**config.mk**
```make
export PLATFORM = sky130hd
export DESIGN_NAME = rotary_pulse_dial_decoder
export DESIGN_NICKNAME = d
export VERILOG_FILES = /design/src/sv/rpdd_pkg.sv /design/src/sv/rotary_pulse_dial_decoder.sv /design/src/sv/rpdd_csr.sv /design/src/sv/rpdd_core.sv
export SDC_FILE = /design/constraint.sdc
export NUM_CORES = 1
export LEC_CHECK = 0
export BUFFER_PORTS_ARGS = -buffer_cell sky130_fd_sc_hd__buf_4
export CAP_MARGIN = 5
export CORE_ASPECT_RATIO = 1.4
export CORE_MARGIN = 2
export CORE_UTILIZATION = 57
export CTS_CLUSTER_DIAMETER = 80
export CTS_CLUSTER_SIZE = 14
export DETAILED_ROUTE_END_ITERATION = 12
export GPL_TIMING_DRIVEN = 0
export PLACE_DENSITY = 0.78
export SLEW_MARGIN = 20
export SYNTH_ARGS = -nofsm -noshare
export SYNTH_HDL_FRONTEND = slang
export SYNTH_SLANG_ARGS = --single-unit
export TNS_END_PERCENT = 5
```
**constraint.sdc**
```tcl
create_clock -name clock -period 5.89 [get_ports clock]
set_input_delay 1.178 -clock clock [delete_from_list [all_inputs] [get_ports clock]]
set_output_delay 1.178 -clock clock [all_outputs]
set_load 0.05 [all_outputs]
```
**src/sv/rpdd_pkg.sv**
```systemverilog
package rpdd_pkg;

   // Widths of the fixed fields
   localparam int unsigned CSR_BITS       = 32;
   localparam int unsigned CSR_INDEX_BITS = 2;
   localparam int unsigned PULSE_BITS     = 4;
   localparam int unsigned DIGIT_BITS     = 4;

   localparam int unsigned TIME_BITS_DEFAULT = 32;

   // Register indexes
   localparam logic [CSR_INDEX_BITS-1:0] CSR_MIN_PULSE_INTERVAL = 2'd0;
   localparam logic [CSR_INDEX_BITS-1:0] CSR_DIGIT_GAP          = 2'd1;
   localparam logic [CSR_INDEX_BITS-1:0] CSR_NUMBER_TIMEOUT     = 2'd2;

   // Register reset values
   localparam logic [CSR_BITS-1:0] MIN_PULSE_INTERVAL_RESET = 32'd7000;
   localparam logic [CSR_BITS-1:0] DIGIT_GAP_RESET          = 32'd300000;
   localparam logic [CSR_BITS-1:0] NUMBER_TIMEOUT_RESET     = 32'd10000000;

   // Command codes
   localparam logic CMD_TICK  = 1'b0;
   localparam logic CMD_START = 1'b1;

   // Pulse count limits
   localparam logic [PULSE_BITS-1:0] COUNT_MAX  = 4'd15;
   localparam logic [PULSE_BITS-1:0] TEN_PULSES = 4'd10;
   localparam logic [DIGIT_BITS-1:0] DIGIT_ZERO = 4'd0;

   typedef struct packed {
      logic command;
      logic line_level;
   } req_type;

   typedef struct packed {
      logic                  digit_valid;
      logic [DIGIT_BITS-1:0] digit_value;
      logic                  session_done;
      logic                  success;
      logic                  pulse_error;
   } rsp_type;

   typedef struct packed {
      logic [CSR_BITS-1:0] min_pulse_interval;
      logic [CSR_BITS-1:0] digit_gap;
      logic [CSR_BITS-1:0] number_timeout;
   } cfg_type;

endpackage

```
**src/sv/rotary_pulse_dial_decoder.sv**
```systemverilog
// Rotary pulse dial decoder.
// Request channel (req_valid/req_ready/req_payload): one beat per sample tick
// or start command. A start command opens a number session; every tick beat
// carries the sampled line level, one beat per microsecond of line time.
// Response channel (rsp_valid/rsp_ready/rsp_payload): one beat per decoded
// digit or session end; most tick beats give no response.
// Configuration (csr_write_en/csr_index/csr_wdata): write while idle only.
// A beat that causes a response passes from the input register through the
// step logic into the output register, which presents the response.
// Throughput: one beat per cycle while no response stalls; the step logic updates the session state per beat.
// A stalled response holds in the output register; the input register keeps
// taking beats until it is also full, then req_ready drops.
// Reset: registers return to their defaults, no session is open, the line
// is taken as high and both pipeline registers empty.
module rotary_pulse_dial_decoder #(
   parameter int unsigned TIME_BITS = rpdd_pkg::TIME_BITS_DEFAULT
) (
   input  logic                                clock,
   input  logic                                reset,
   input  logic                                req_valid,
   output logic                                req_ready,
   input  rpdd_pkg::req_type                   req_payload,
   output logic                                rsp_valid,
   input  logic                                rsp_ready,
   output rpdd_pkg::rsp_type                   rsp_payload,
   input  logic                                csr_write_en,
   input  logic [rpdd_pkg::CSR_INDEX_BITS-1:0] csr_index,
   input  logic [rpdd_pkg::CSR_BITS-1:0]       csr_wdata
);
   import rpdd_pkg::*;

   cfg_type cfg;
   logic    in_valid_ff, in_valid_in;
   req_type in_data_ff;
   logic    out_valid_ff, out_valid_in;
   rsp_type out_data_ff;
   logic    advance;
   logic    step_valid;
   rsp_type step_rsp;

   rpdd_csr u_csr (
      .clock        (clock),
      .reset        (reset),
      .csr_write_en (csr_write_en),
      .csr_index    (csr_index),
      .csr_wdata    (csr_wdata),
      .cfg          (cfg)
   );

   rpdd_core #(
      .TIME_BITS (TIME_BITS)
   ) u_core (
      .clock        (clock),
      .reset        (reset),
      .fire         (advance),
      .item         (in_data_ff),
      .cfg          (cfg),
      .result_valid (step_valid),
      .result       (step_rsp)
   );

   // Advance the held beat when the output register can take a result
   assign advance   = in_valid_ff & (~out_valid_ff | rsp_ready);
   assign req_ready = ~in_valid_ff | advance;

   always_comb begin
      in_valid_in = in_valid_ff;
      if (req_valid && req_ready) begin
         in_valid_in = 1'b1;
      end else if (advance) begin
         in_valid_in = 1'b0;
      end
   end

   always_comb begin
      out_valid_in = out_valid_ff;
      if (advance && step_valid) begin
         out_valid_in = 1'b1;
      end else if (rsp_ready) begin
         out_valid_in = 1'b0;
      end
   end

   always_ff @(posedge clock) begin
      if (reset) begin
         in_valid_ff  <= 1'b0;
         out_valid_ff <= 1'b0;
      end else begin
         in_valid_ff  <= in_valid_in;
         out_valid_ff <= out_valid_in;
      end
   end

   // Payload registers
   always_ff @(posedge clock) begin
      if (req_valid && req_ready) begin
         in_data_ff <= req_payload;
      end
      if (advance && step_valid) begin
         out_data_ff <= step_rsp;
      end
   end

   assign rsp_valid   = out_valid_ff;
   assign rsp_payload = out_data_ff;

endmodule

```
**src/sv/rpdd_csr.sv**
```systemverilog
module rpdd_csr (
   input  logic                                 clock,
   input  logic                                 reset,
   input  logic                                 csr_write_en,
   input  logic [rpdd_pkg::CSR_INDEX_BITS-1:0]  csr_index,
   input  logic [rpdd_pkg::CSR_BITS-1:0]        csr_wdata,
   output rpdd_pkg::cfg_type                    cfg
);
   import rpdd_pkg::*;

   cfg_type cfg_ff;
   cfg_type cfg_in;

   // Decode the write index
   always_comb begin
      cfg_in = cfg_ff;
      if (csr_write_en) begin
         unique case (csr_index)
            CSR_MIN_PULSE_INTERVAL: cfg_in.min_pulse_interval = csr_wdata;
            CSR_DIGIT_GAP:          cfg_in.digit_gap          = csr_wdata;
            CSR_NUMBER_TIMEOUT:     cfg_in.number_timeout     = csr_wdata;
            default:                cfg_in                    = cfg_ff;
         endcase
      end
   end

   always_ff @(posedge clock) begin
      if (reset) begin
         cfg_ff.min_pulse_interval <= MIN_PULSE_INTERVAL_RESET;
         cfg_ff.digit_gap          <= DIGIT_GAP_RESET;
         cfg_ff.number_timeout     <= NUMBER_TIMEOUT_RESET;
      end else begin
         cfg_ff <= cfg_in;
      end
   end

   assign cfg = cfg_ff;

endmodule

```
**src/sv/rpdd_core.sv**
```systemverilog
module rpdd_core #(
   parameter int unsigned TIME_BITS = rpdd_pkg::TIME_BITS_DEFAULT
) (
   input  logic              clock,
   input  logic              reset,
   input  logic              fire,
   input  rpdd_pkg::req_type item,
   input  rpdd_pkg::cfg_type cfg,
   output logic              result_valid,
   output rpdd_pkg::rsp_type result
);
   import rpdd_pkg::*;

   localparam int unsigned CMP_BITS = (TIME_BITS > CSR_BITS) ? TIME_BITS : CSR_BITS;

   // Session state
   logic                  active_ff, active_in;
   logic                  prev_ff, prev_in;
   logic [PULSE_BITS-1:0] count_ff, count_in;
   logic                  seen_ff, seen_in;
   logic [TIME_BITS-1:0]  tsf_ff, tsf_in;
   logic [TIME_BITS-1:0]  sess_ff, sess_in;
   logic                  any_ff, any_in;

   logic [TIME_BITS-1:0] tsf_inc;
   logic [TIME_BITS-1:0] sess_inc;
   logic [CMP_BITS-1:0]  min_ext;
   logic [CMP_BITS-1:0]  gap_ext;
   logic [CMP_BITS-1:0]  timeout_ext;
   logic                 fall;
   logic                 timed_out;

   // Saturating tick counters
   assign tsf_inc  = (tsf_ff == '1) ? tsf_ff : tsf_ff + TIME_BITS'(1);
   assign sess_inc = (sess_ff == '1) ? sess_ff : sess_ff + TIME_BITS'(1);

   assign min_ext     = CMP_BITS'(cfg.min_pulse_interval);
   assign gap_ext     = CMP_BITS'(cfg.digit_gap);
   assign timeout_ext = CMP_BITS'(cfg.number_timeout);

   assign fall      = prev_ff & ~item.line_level;
   assign timed_out = CMP_BITS'(sess_ff) >= timeout_ext;

   // Step the session for one beat
   always_comb begin
      active_in    = active_ff;
      prev_in      = prev_ff;
      count_in     = count_ff;
      seen_in      = seen_ff;
      tsf_in       = tsf_ff;
      sess_in      = sess_ff;
      any_in       = any_ff;
      result_valid = 1'b0;
      result       = '0;

      if (fire) begin
         if (item.command == CMD_START) begin
            // Open a fresh session, dropping any open one; a zero timeout ends it at once
            prev_in  = item.line_level;
            count_in = '0;
            seen_in  = 1'b0;
            tsf_in   = '0;
            sess_in  = '0;
            any_in   = 1'b0;
            if (cfg.number_timeout == '0) begin
               active_in           = 1'b0;
               result_valid        = 1'b1;
               result.session_done = 1'b1;
            end else begin
               active_in = 1'b1;
            end
         end else if (!active_ff) begin
            prev_in = item.line_level;
         end else if (timed_out) begin
            // Timeout already passed: end without sampling
            active_in           = 1'b0;
            prev_in             = item.line_level;
            result_valid        = 1'b1;
            result.session_done = 1'b1;
            result.success      = any_ff;
         end else begin
            if (seen_ff) begin
               tsf_in = tsf_inc;
            end
            prev_in = item.line_level;

            // Count a qualified falling edge
            if (fall && (!seen_ff || CMP_BITS'(tsf_in) >= min_ext)) begin
               count_in = (count_ff == COUNT_MAX) ? count_ff : count_ff + PULSE_BITS'(1);
               seen_in  = 1'b1;
               tsf_in   = '0;
            end

            if (count_in != '0 && CMP_BITS'(tsf_in) > gap_ext && count_in > TEN_PULSES) begin
               // Too many pulses: end with error
               active_in           = 1'b0;
               result_valid        = 1'b1;
               result.session_done = 1'b1;
               result.success      = any_ff;
               result.pulse_error  = 1'b1;
            end else begin
               if (count_in != '0 && CMP_BITS'(tsf_in) > gap_ext) begin
                  // Digit complete
                  result_valid       = 1'b1;
                  result.digit_valid = 1'b1;
                  result.digit_value = (count_in == TEN_PULSES) ? DIGIT_ZERO
                                                                : DIGIT_BITS'(count_in);
                  any_in             = 1'b1;
                  count_in           = '0;
                  seen_in            = 1'b0;
                  tsf_in             = '0;
               end

               sess_in = sess_inc;
               if (CMP_BITS'(sess_inc) >= timeout_ext) begin
                  active_in           = 1'b0;
                  result_valid        = 1'b1;
                  result.session_done = 1'b1;
                  result.success      = any_in;
               end
            end
         end
      end
   end

   always_ff @(posedge clock) begin
      if (reset) begin
         active_ff <= 1'b0;
         prev_ff   <= 1'b1;
         count_ff  <= '0;
         seen_ff   <= 1'b0;
         tsf_ff    <= '0;
         sess_ff   <= '0;
         any_ff    <= 1'b0;
      end else begin
         active_ff <= active_in;
         prev_ff   <= prev_in;
         count_ff  <= count_in;
         seen_ff   <= seen_in;
         tsf_ff    <= tsf_in;
         sess_ff   <= sess_in;
         any_ff    <= any_in;
      end
   end

endmodule

```
==> metrics.md, run 1 <==
| Metric | Value |
|---|---|
| Cts hold-fix bufs | 0 |
| Fillcell total | between 1,500 and 2,000 |
| Drt first pass iters | 6 |
| Most common cell after layout, fill and taps aside | nand2_1 |
| DIE AREA | roughly 22,000 um2 |
| Final Critical Period | 6.39 ns |
| Starting DRT DRC Count | about 1,100 |
| Worst Setup Slack, final | -0.501 ns |
| Synth warn | 0 |
| Vias | approximately 12,000 |
| Worst Tran Pin Value | between 0.8 and 0.9 ns |
| Wire length of the first global-routing pass | between 50,000 and 60,000 um |
| Wire per inst | 21.2 um |
| Final worst-path cycle share | 109% |
| Post-synthesis sequential area ratio | 31.7% |
| Dominant cells by area after synthesis | dfxtp_1 29%, ha_1 14%, nand2_1 8.4% |
| Req. time, crit path | about 6.3 ns |
| DRC errors left | 0 |
| Worst-path clk slew | about 0.070 ns |
| R2r worst-path depth | 32 |
| Critical path type | register to register |
| Max-cap viol count | 0 |
| Yosys cell types | 82 |
| Initial Util | a little under three fifths |
| Largest net degree at the start of global routing | 17 |
| Max Slew Vio Count | 0 |
| Slew HR | about 41% |
| Core outline area | 20,300 um2 |
| Port Buf Inserts | 50 |
| Pwr Total | between 0.002 and 0.003 W |
| WHS Path Cells | 2 |
| RSZ-0062 raised after global routing | true |
| Slowest CP cell | dfxtp_2 |
| Area after DPL | roughly 12,000 um2 |
| H-Tree Depth | 4 |
| Worst VDD drop | 210 uV |
| Total gr overflow | 0 |
| Via/cell ratio | approximately 6.2 |
| Diodes inserted | 0 |
| Final Setup Violations | 87 |
| Levels on crit path | 32 |
| Hold Violations, Final | 0 |
| Pwr/cell area | ~200 nW/um2 |
| Mean area per synthesized cell | a little under 8 um2 |
| CTS Buffer Depth | 2 |
| Setup skew after layout | 0.0108 ns |
| Synth Flop Type | dfxtp_1 |
| Vias in the first global route | between 10,000 and 15,000 |
| Syn nets | about 1,700 |
| Post-synth EDFFs | 10 |
| Asr flop ratio synth | 0% |
| Total CTS buffers | 17 |
| Die width | about 130 um |
| Clk root buf | clkbuf_16 |
| Initial antenna violation count | 0 |
| #FFs+latches synth | 180 |
| Status | finished with violations |
| RD Place Congestion | slightly below 1 |
| Gr usage total | 35.4% |
| Failing checks | setup timing |
| Largest stage delay, worst path | between 0.3 and 0.4 ns |
| Die Y | between 150 and 200 um |
| Nature of the critical path endpoint | register |
| Fmax | ~0.16 GHz |
| Commonest cells after routing, fill and taps aside | 259 x nand2_1, 159 x dfxtp_1, 134 x inv_1, 125 x ha_1, 122 x a21oi_1 |
| Antenna Violating Nets Remaining | 0 |
| Max FO, Critical Path | 7 |
| NumNets Final | between 1,500 and 2,000 |
| Buf+Inv Stages, Crit Path | 9 |
| # rows | a little over 60 |
| Leak | about 6.0 nW |
| Critical Path AT | between 6 and 7 ns |
| Post-DP HPWL | around 28,000 um |
| Startpoint types | register |
| Post-synth top area share | roughly 29% |
| WL final | ~40,000 um |
| Post-synth top area cell | dfxtp_1 |
| Clock Sink Count | 180 |
| Share of layout cells above drive strength 1 | 18.5% |
| Worst hold path type | register to register |
| IO Count | just over 50 |
| CP top delay family | compound AO/OA/AOI/OAI gates |
| Clock Latency Late Sink | ~0.45 ns |
| Mapped cell area | 11,700 um2 |
| Fin area | 14,300 um2 |
| Area growth, synth to finish | 22.2% |
| CTS tree | yes |
| Post-Synthesis Cells | around 1,500 |
tightest hold or removal path, stage by stage, from the launching register on:
cell and delay [ns]:
dfxtp_1 0.31, nand2_1 0.05, a21oi_1 0.05
synth_stat cells, drive strengths merged, types with 18 or more instances:
library cell and instances:
a21o 28, a21oi 131, clkbuf 56, dfxtp 170, ha 131, inv 135, nand2 263, nand3 40
nand4 34, nor2 88, nor2b 19, nor4 22, o211ai 36, o21ai 55, xnor2 43, xor2 18
sequential cells by signal (all words and copies together), names as in the netlist:
name / cells
u_csr.cfg: 96
u_core.sess_ff: 32
u_core.tsf_ff: 32
rsp_payload: 8
u_core.count_ff: 4
in_data_ff: 2
in_valid_ff: 1
rsp_valid: 1
u_core.active_ff: 1
u_core.any_ff: 1
u_core.prev_ff: 1
u_core.seen_ff: 1
area by class of cell:
type                    instances  area (um2)  share of cell area (%)
clock buffers                  18         450                    3.15
repair buffers                104         822                    5.76
well taps                     256         320                    2.24
multi-input cells            1096        7840                    54.9
plain buffers                  68         390                    2.73
clock inverters                13         216                    1.52
inverters                     135         507                    3.55
flip-flops and latches        180        3730                    26.1
power by group:
part | switching [W] | internal [W] | total (W)
clock network | 0.000536 | 0.000783 | 0.00132
logic | 0.000187 | 0.000102 | 0.000290
registers | 0.0000196 | 0.00125 | 0.00127
total | 0.000743 | 0.00214 | 0.00288
repair_timing:
action	CTS	global route
endpoints found under the setup margin	88	88
setup buffers	32	20
gates cloned	2	1
endpoints found under the hold margin	0	0
resized for setup	118	49
pin swaps	54	33
routing by layer:
metal / vias to the layer above / track usage, % / wire length [um]
met3: 239 / 6.33 / 2680
met2: 599 / 63.3 / 19700
met1: 5423 / 35.7 / 13400
met4: 0 / 28.4 / 3800
li1: 5420 / - / -
met5: - / 0 / 0
worst paths after layout:
| kind | startpoint | endpoint | slack [ns] |
|---|---|---|---|
| max reg2reg | u_core.tsf_ff[15]$_SDFFE_PP0P_ | u_core.count_ff[3]$_SDFFE_PP0P_ | -0.50 |
| max | u_core.tsf_ff[15]$_SDFFE_PP0P_ | u_core.count_ff[3]$_SDFFE_PP0P_ | -0.50 |
| min | u_csr.cfg[62]$_SDFFE_PP0P_ | u_csr.cfg[62]$_SDFFE_PP0P_ | 0.46 |
| min reg2reg | u_csr.cfg[62]$_SDFFE_PP0P_ | u_csr.cfg[62]$_SDFFE_PP0P_ | 0.46 |
through the flow:
stage          setup TNS, ns  std cells  hold WS [ns]  setup slack (ns)  util, %
2_1_floorplan         -0.276       1482         0.436           -0.0287        -
3_3_place_gp         -112.22       1788         0.443             -1.88     61.2
3_5_place_dp         -123.12       1788         0.446             -1.96     61.2
4_1_cts                -4.30       1850         0.456            -0.180     68.4
5_1_grt               -50.21       1870         0.474            -0.743     70.3
6_report              -29.54       1870         0.457            -0.501     70.3
cell families (layout without fill, tap and decap cells):
family	count (synthesis)	after routing	share of synthesized area, %
adders and majority gates	131	131	14.0
DFF	180	180	31.7
muxes	10	10	0.974
buffers and inverters	207	338	7.01
AOI/OAI and AO/OA	345	346	19.4
and+or+nand+nor	548	548	22.3
xor gates and xnor gates	61	61	4.57
(Power assumes the default switching activity.)
==> run 2: changes to the inputs <==
Settings changed: CORE_UTILIZATION 57 to 51, PLACE_DENSITY 0.78 to 0.71.
==> run 2 against run 1 <==
Against the previous run: the run still ends with setup timing left; register-to-register slack better by 0.09 ns; setup slack better by 0.091 ns; first-iteration DRC count is 11% lower; final cell count is 3.8% higher; clock skew is 0.0011 ns higher; die area is 11% higher; critical path type unchanged; critical endpoint is now u_core.tsf_ff[21]$_SDFFE_PP0P_; highest routed layer unchanged.
==> metrics.md, run 2 (synthesis gave the netlist of run 1 again) <==
| Metric | Value |
|---|---|
| Final Critical Period | 6.30 ns (-0.0913 ns) |
| Initial Util | 51.9% (-5.6 points) |
| Setup_tns | -28.08 ns (+1.46 ns) |
| Worst hold path type | register to register |
| Wire length of the first global-routing pass | 60,800 um (+1.4%) |
| Crit. Startpoint | u_core.tsf_ff[15]$_SDFFE_PP0P_ |
| Clock Latency Late Sink | 0.46 ns (about the same) |
| Critical Path AT | 6.67 ns (-0.12 ns) |
| Startpoint types | register |
| H-Tree Depth | 4 (unchanged) |
| RSZ-0062 raised after global routing | true |
| Most common cell after layout, fill and taps aside | nand2_1 |
| Nature of the critical path endpoint | register |
| Slowest CP cell | dfxtp_2 |
| Status | finished with violations |
| Hold Violations, Final | 0 (unchanged) |
| Total CTS buffers | 17 (unchanged) |
| Slew HR | 46.2% (+5.3 points) |
| Clk root buf | clkbuf_16 |
| Failing checks | setup timing |
| Pwr/cell area | 185 nW/um2 (-8.2%) |
| Vias | 11,700 (+0.10%) |
| Antenna Violating Nets Remaining | 0 (unchanged) |
| Starting DRT DRC Count | 940 (-11%) |
| Gr usage total | 32.5% (-2.9 points) |
| Initial antenna violation count | 0 (unchanged) |
| Core outline area | 22,500 um2 (+11%) |
| Worst reg2reg path endpoint | u_core.tsf_ff[21]$_SDFFE_PP0P_ |
| Pwr Total | 0.00273 W (-5.3%) |
| Die Y | 183 um (+5.6%) |
| Cts hold-fix bufs | 0 (unchanged) |
| Commonest cells after routing, fill and taps aside | 254 x nand2_1, 154 x dfxtp_1, 133 x inv_1, 120 x a21oi_1, 118 x buf_4 |
| Req. time, crit path | 6.26 ns (-0.03 ns) |
| Wire per inst | 20.8 um (-1.8%) |
| Critical path type | register to register |
| WL final | 40,400 um (+1.9%) |
| R2r worst-path depth | 33 (+3.1%) |
| # rows | 65 (+4.8%) |
| Largest stage delay, worst path | 0.35 ns (-0.04 ns) |
| RD Place Congestion | 1.01 (+1.9%) |
| Max-cap viol count | 0 (unchanged) |
| Via/cell ratio | 6.02 (-3.6%) |
| Worst Tran Pin Value | 0.805 ns (-0.0818 ns) |
| Area growth, synth to finish | 25.9% |
| Setup skew after layout | 0.0119 ns (+0.00106 ns) |
| Worst VDD drop | 230 uV (+9.3%) |
| Final Setup Violations | 87 (unchanged) |
| Reg2Reg Launch Point | u_core.tsf_ff[15]$_SDFFE_PP0P_ |
| Max Slew Vio Count | 0 (unchanged) |
| Fillcell total | 1,838 (+19%) |
| Die width | 132 um (+5.5%) |
| Diodes inserted | 0 (unchanged) |
| Post-DP HPWL | 28,800 um (+1.5%) |
| Worst-path clk slew | 0.08 ns (about the same) |
| Vias in the first global route | 11,500 (+1.0%) |
| Total gr overflow | 0 (unchanged) |
| Worst Setup Slack, final | -0.410 ns (+0.0913 ns) |
| DIE AREA | 24,200 um2 (+11%) |
| Leak | 6.13 nW (+2.2%) |
| Clock Sink Count | 180 (unchanged) |
| NumNets Final | 1,799 (+1.4%) |
| Drt first pass iters | 5 (-1) |
| Largest net degree at the start of global routing | 20 (+3) |
| Fmax | 0.159 GHz (+1.4%) |
| Port Buf Inserts | 50 (unchanged) |
| IO Count | 51 (unchanged) |
| Final worst-path cycle share | 107% (-1.5 points) |
| DRC errors left | 0 (unchanged) |
| CP endpoint | u_core.tsf_ff[21]$_SDFFE_PP0P_ |
| Max FO, Critical Path | 8 (+1) |
| CTS Buffer Depth | 2 (unchanged) |
| Slack of the worst reg-to-reg path | -0.41 ns (+0.09 ns) |
| CTS tree | yes |
| Share of layout cells above drive strength 1 | 21.4% (+2.9 points) |
| Max reg flops | 96 (unchanged) |
[run 2: cell type report]
cell class | count | area [um2] | share of cell area, %
Buffer | 69 | 408 | 2.77
Tap cell | 301 | 377 | 2.56
Timing Repair Buffer | 128 | 1030 | 6.98
Multi-Input combinational cell | 1096 | 8080 | 54.9
Sequential cell | 180 | 3740 | 25.4
Clock buffer | 17 | 425 | 2.89
Clock inverter | 15 | 159 | 1.08
Inverter | 135 | 507 | 3.44
[run 2: critical path, delay by kind of cell (launching register included)]
family / cells / cell delay [ns]
DFF: 1 / 0.35
xor gates and xnor gates: 1 / 0.23
adders and majority gates: 2 / 0.47
buffers and inverters: 7 / 1.03
AOI/OAI and AO/OA: 13 / 2.52
and+or+nand+nor: 10 / 1.58
[run 2: per-stage QoR]
| stage | cells | cell area [um2] | util [%] | setup WS [ns] | hold WS (ns) |
|---|---|---|---|---|---|
| 2_1_floorplan | 1482 | 11700 | - | -0.0287 | 0.436 |
| 3_3_place_gp | 1833 | 12500 | 55.4 | -1.91 | 0.443 |
| 3_5_place_dp | 1833 | 12500 | 55.5 | -1.92 | 0.446 |
| 4_1_cts | 1904 | 14100 | 62.6 | -0.195 | 0.456 |
| 5_1_grt | 1941 | 14700 | 65.3 | -0.678 | 0.473 |
| 6_report | 1941 | 14700 | 65.3 | -0.410 | 0.457 |
[run 2: repair_timing]
item,4_1_cts,5_1_grt
setup endpoints to repair,88,88
gates resized for setup,140,76
pin swaps,52,66
cloned,2,1
setup buffers,40,36
[run 2: how the worst min path moves through the flow]
stage	startpoint	end	slack, ns	cells past startpoint
3_3_place_gp	u_csr.cfg[56]$_SDFFE_PP0P_	u_csr.cfg[56]$_SDFFE_PP0P_	0.44	2
6_report	u_csr.cfg[54]$_SDFFE_PP0P_	u_csr.cfg[54]$_SDFFE_PP0P_	0.46	2
3_5_place_dp	u_csr.cfg[35]$_SDFFE_PP0P_	u_csr.cfg[35]$_SDFFE_PP0P_	0.45	2
4_1_cts	u_csr.cfg[35]$_SDFFE_PP0P_	u_csr.cfg[35]$_SDFFE_PP0P_	0.46	2
5_1_grt	u_csr.cfg[35]$_SDFFE_PP0P_	u_csr.cfg[35]$_SDFFE_PP0P_	0.47	2
2_1_floorplan	u_csr.cfg[33]$_SDFFE_PP0P_	u_csr.cfg[33]$_SDFFE_PP0P_	0.44	2
[run 2: where the power goes]
part	internal [W]	switching, W	leakage, nW	total, W
sequential	0.00125	0.0000191	1.49	0.00127
clock	0.000569	0.000588	0.285	0.00116
combinational	0.000109	0.000190	4.36	0.000300
[run 2: layer usage]
layer  global-route usage [%]  share of wire (%)  up-vias
met1                     32.4                 35     5525
met3                     5.33                5.4      221
met5                        0                  0        -
met2                     58.4                 50      466
li1                         -                  -     5481
met4                     28.3                9.8        0
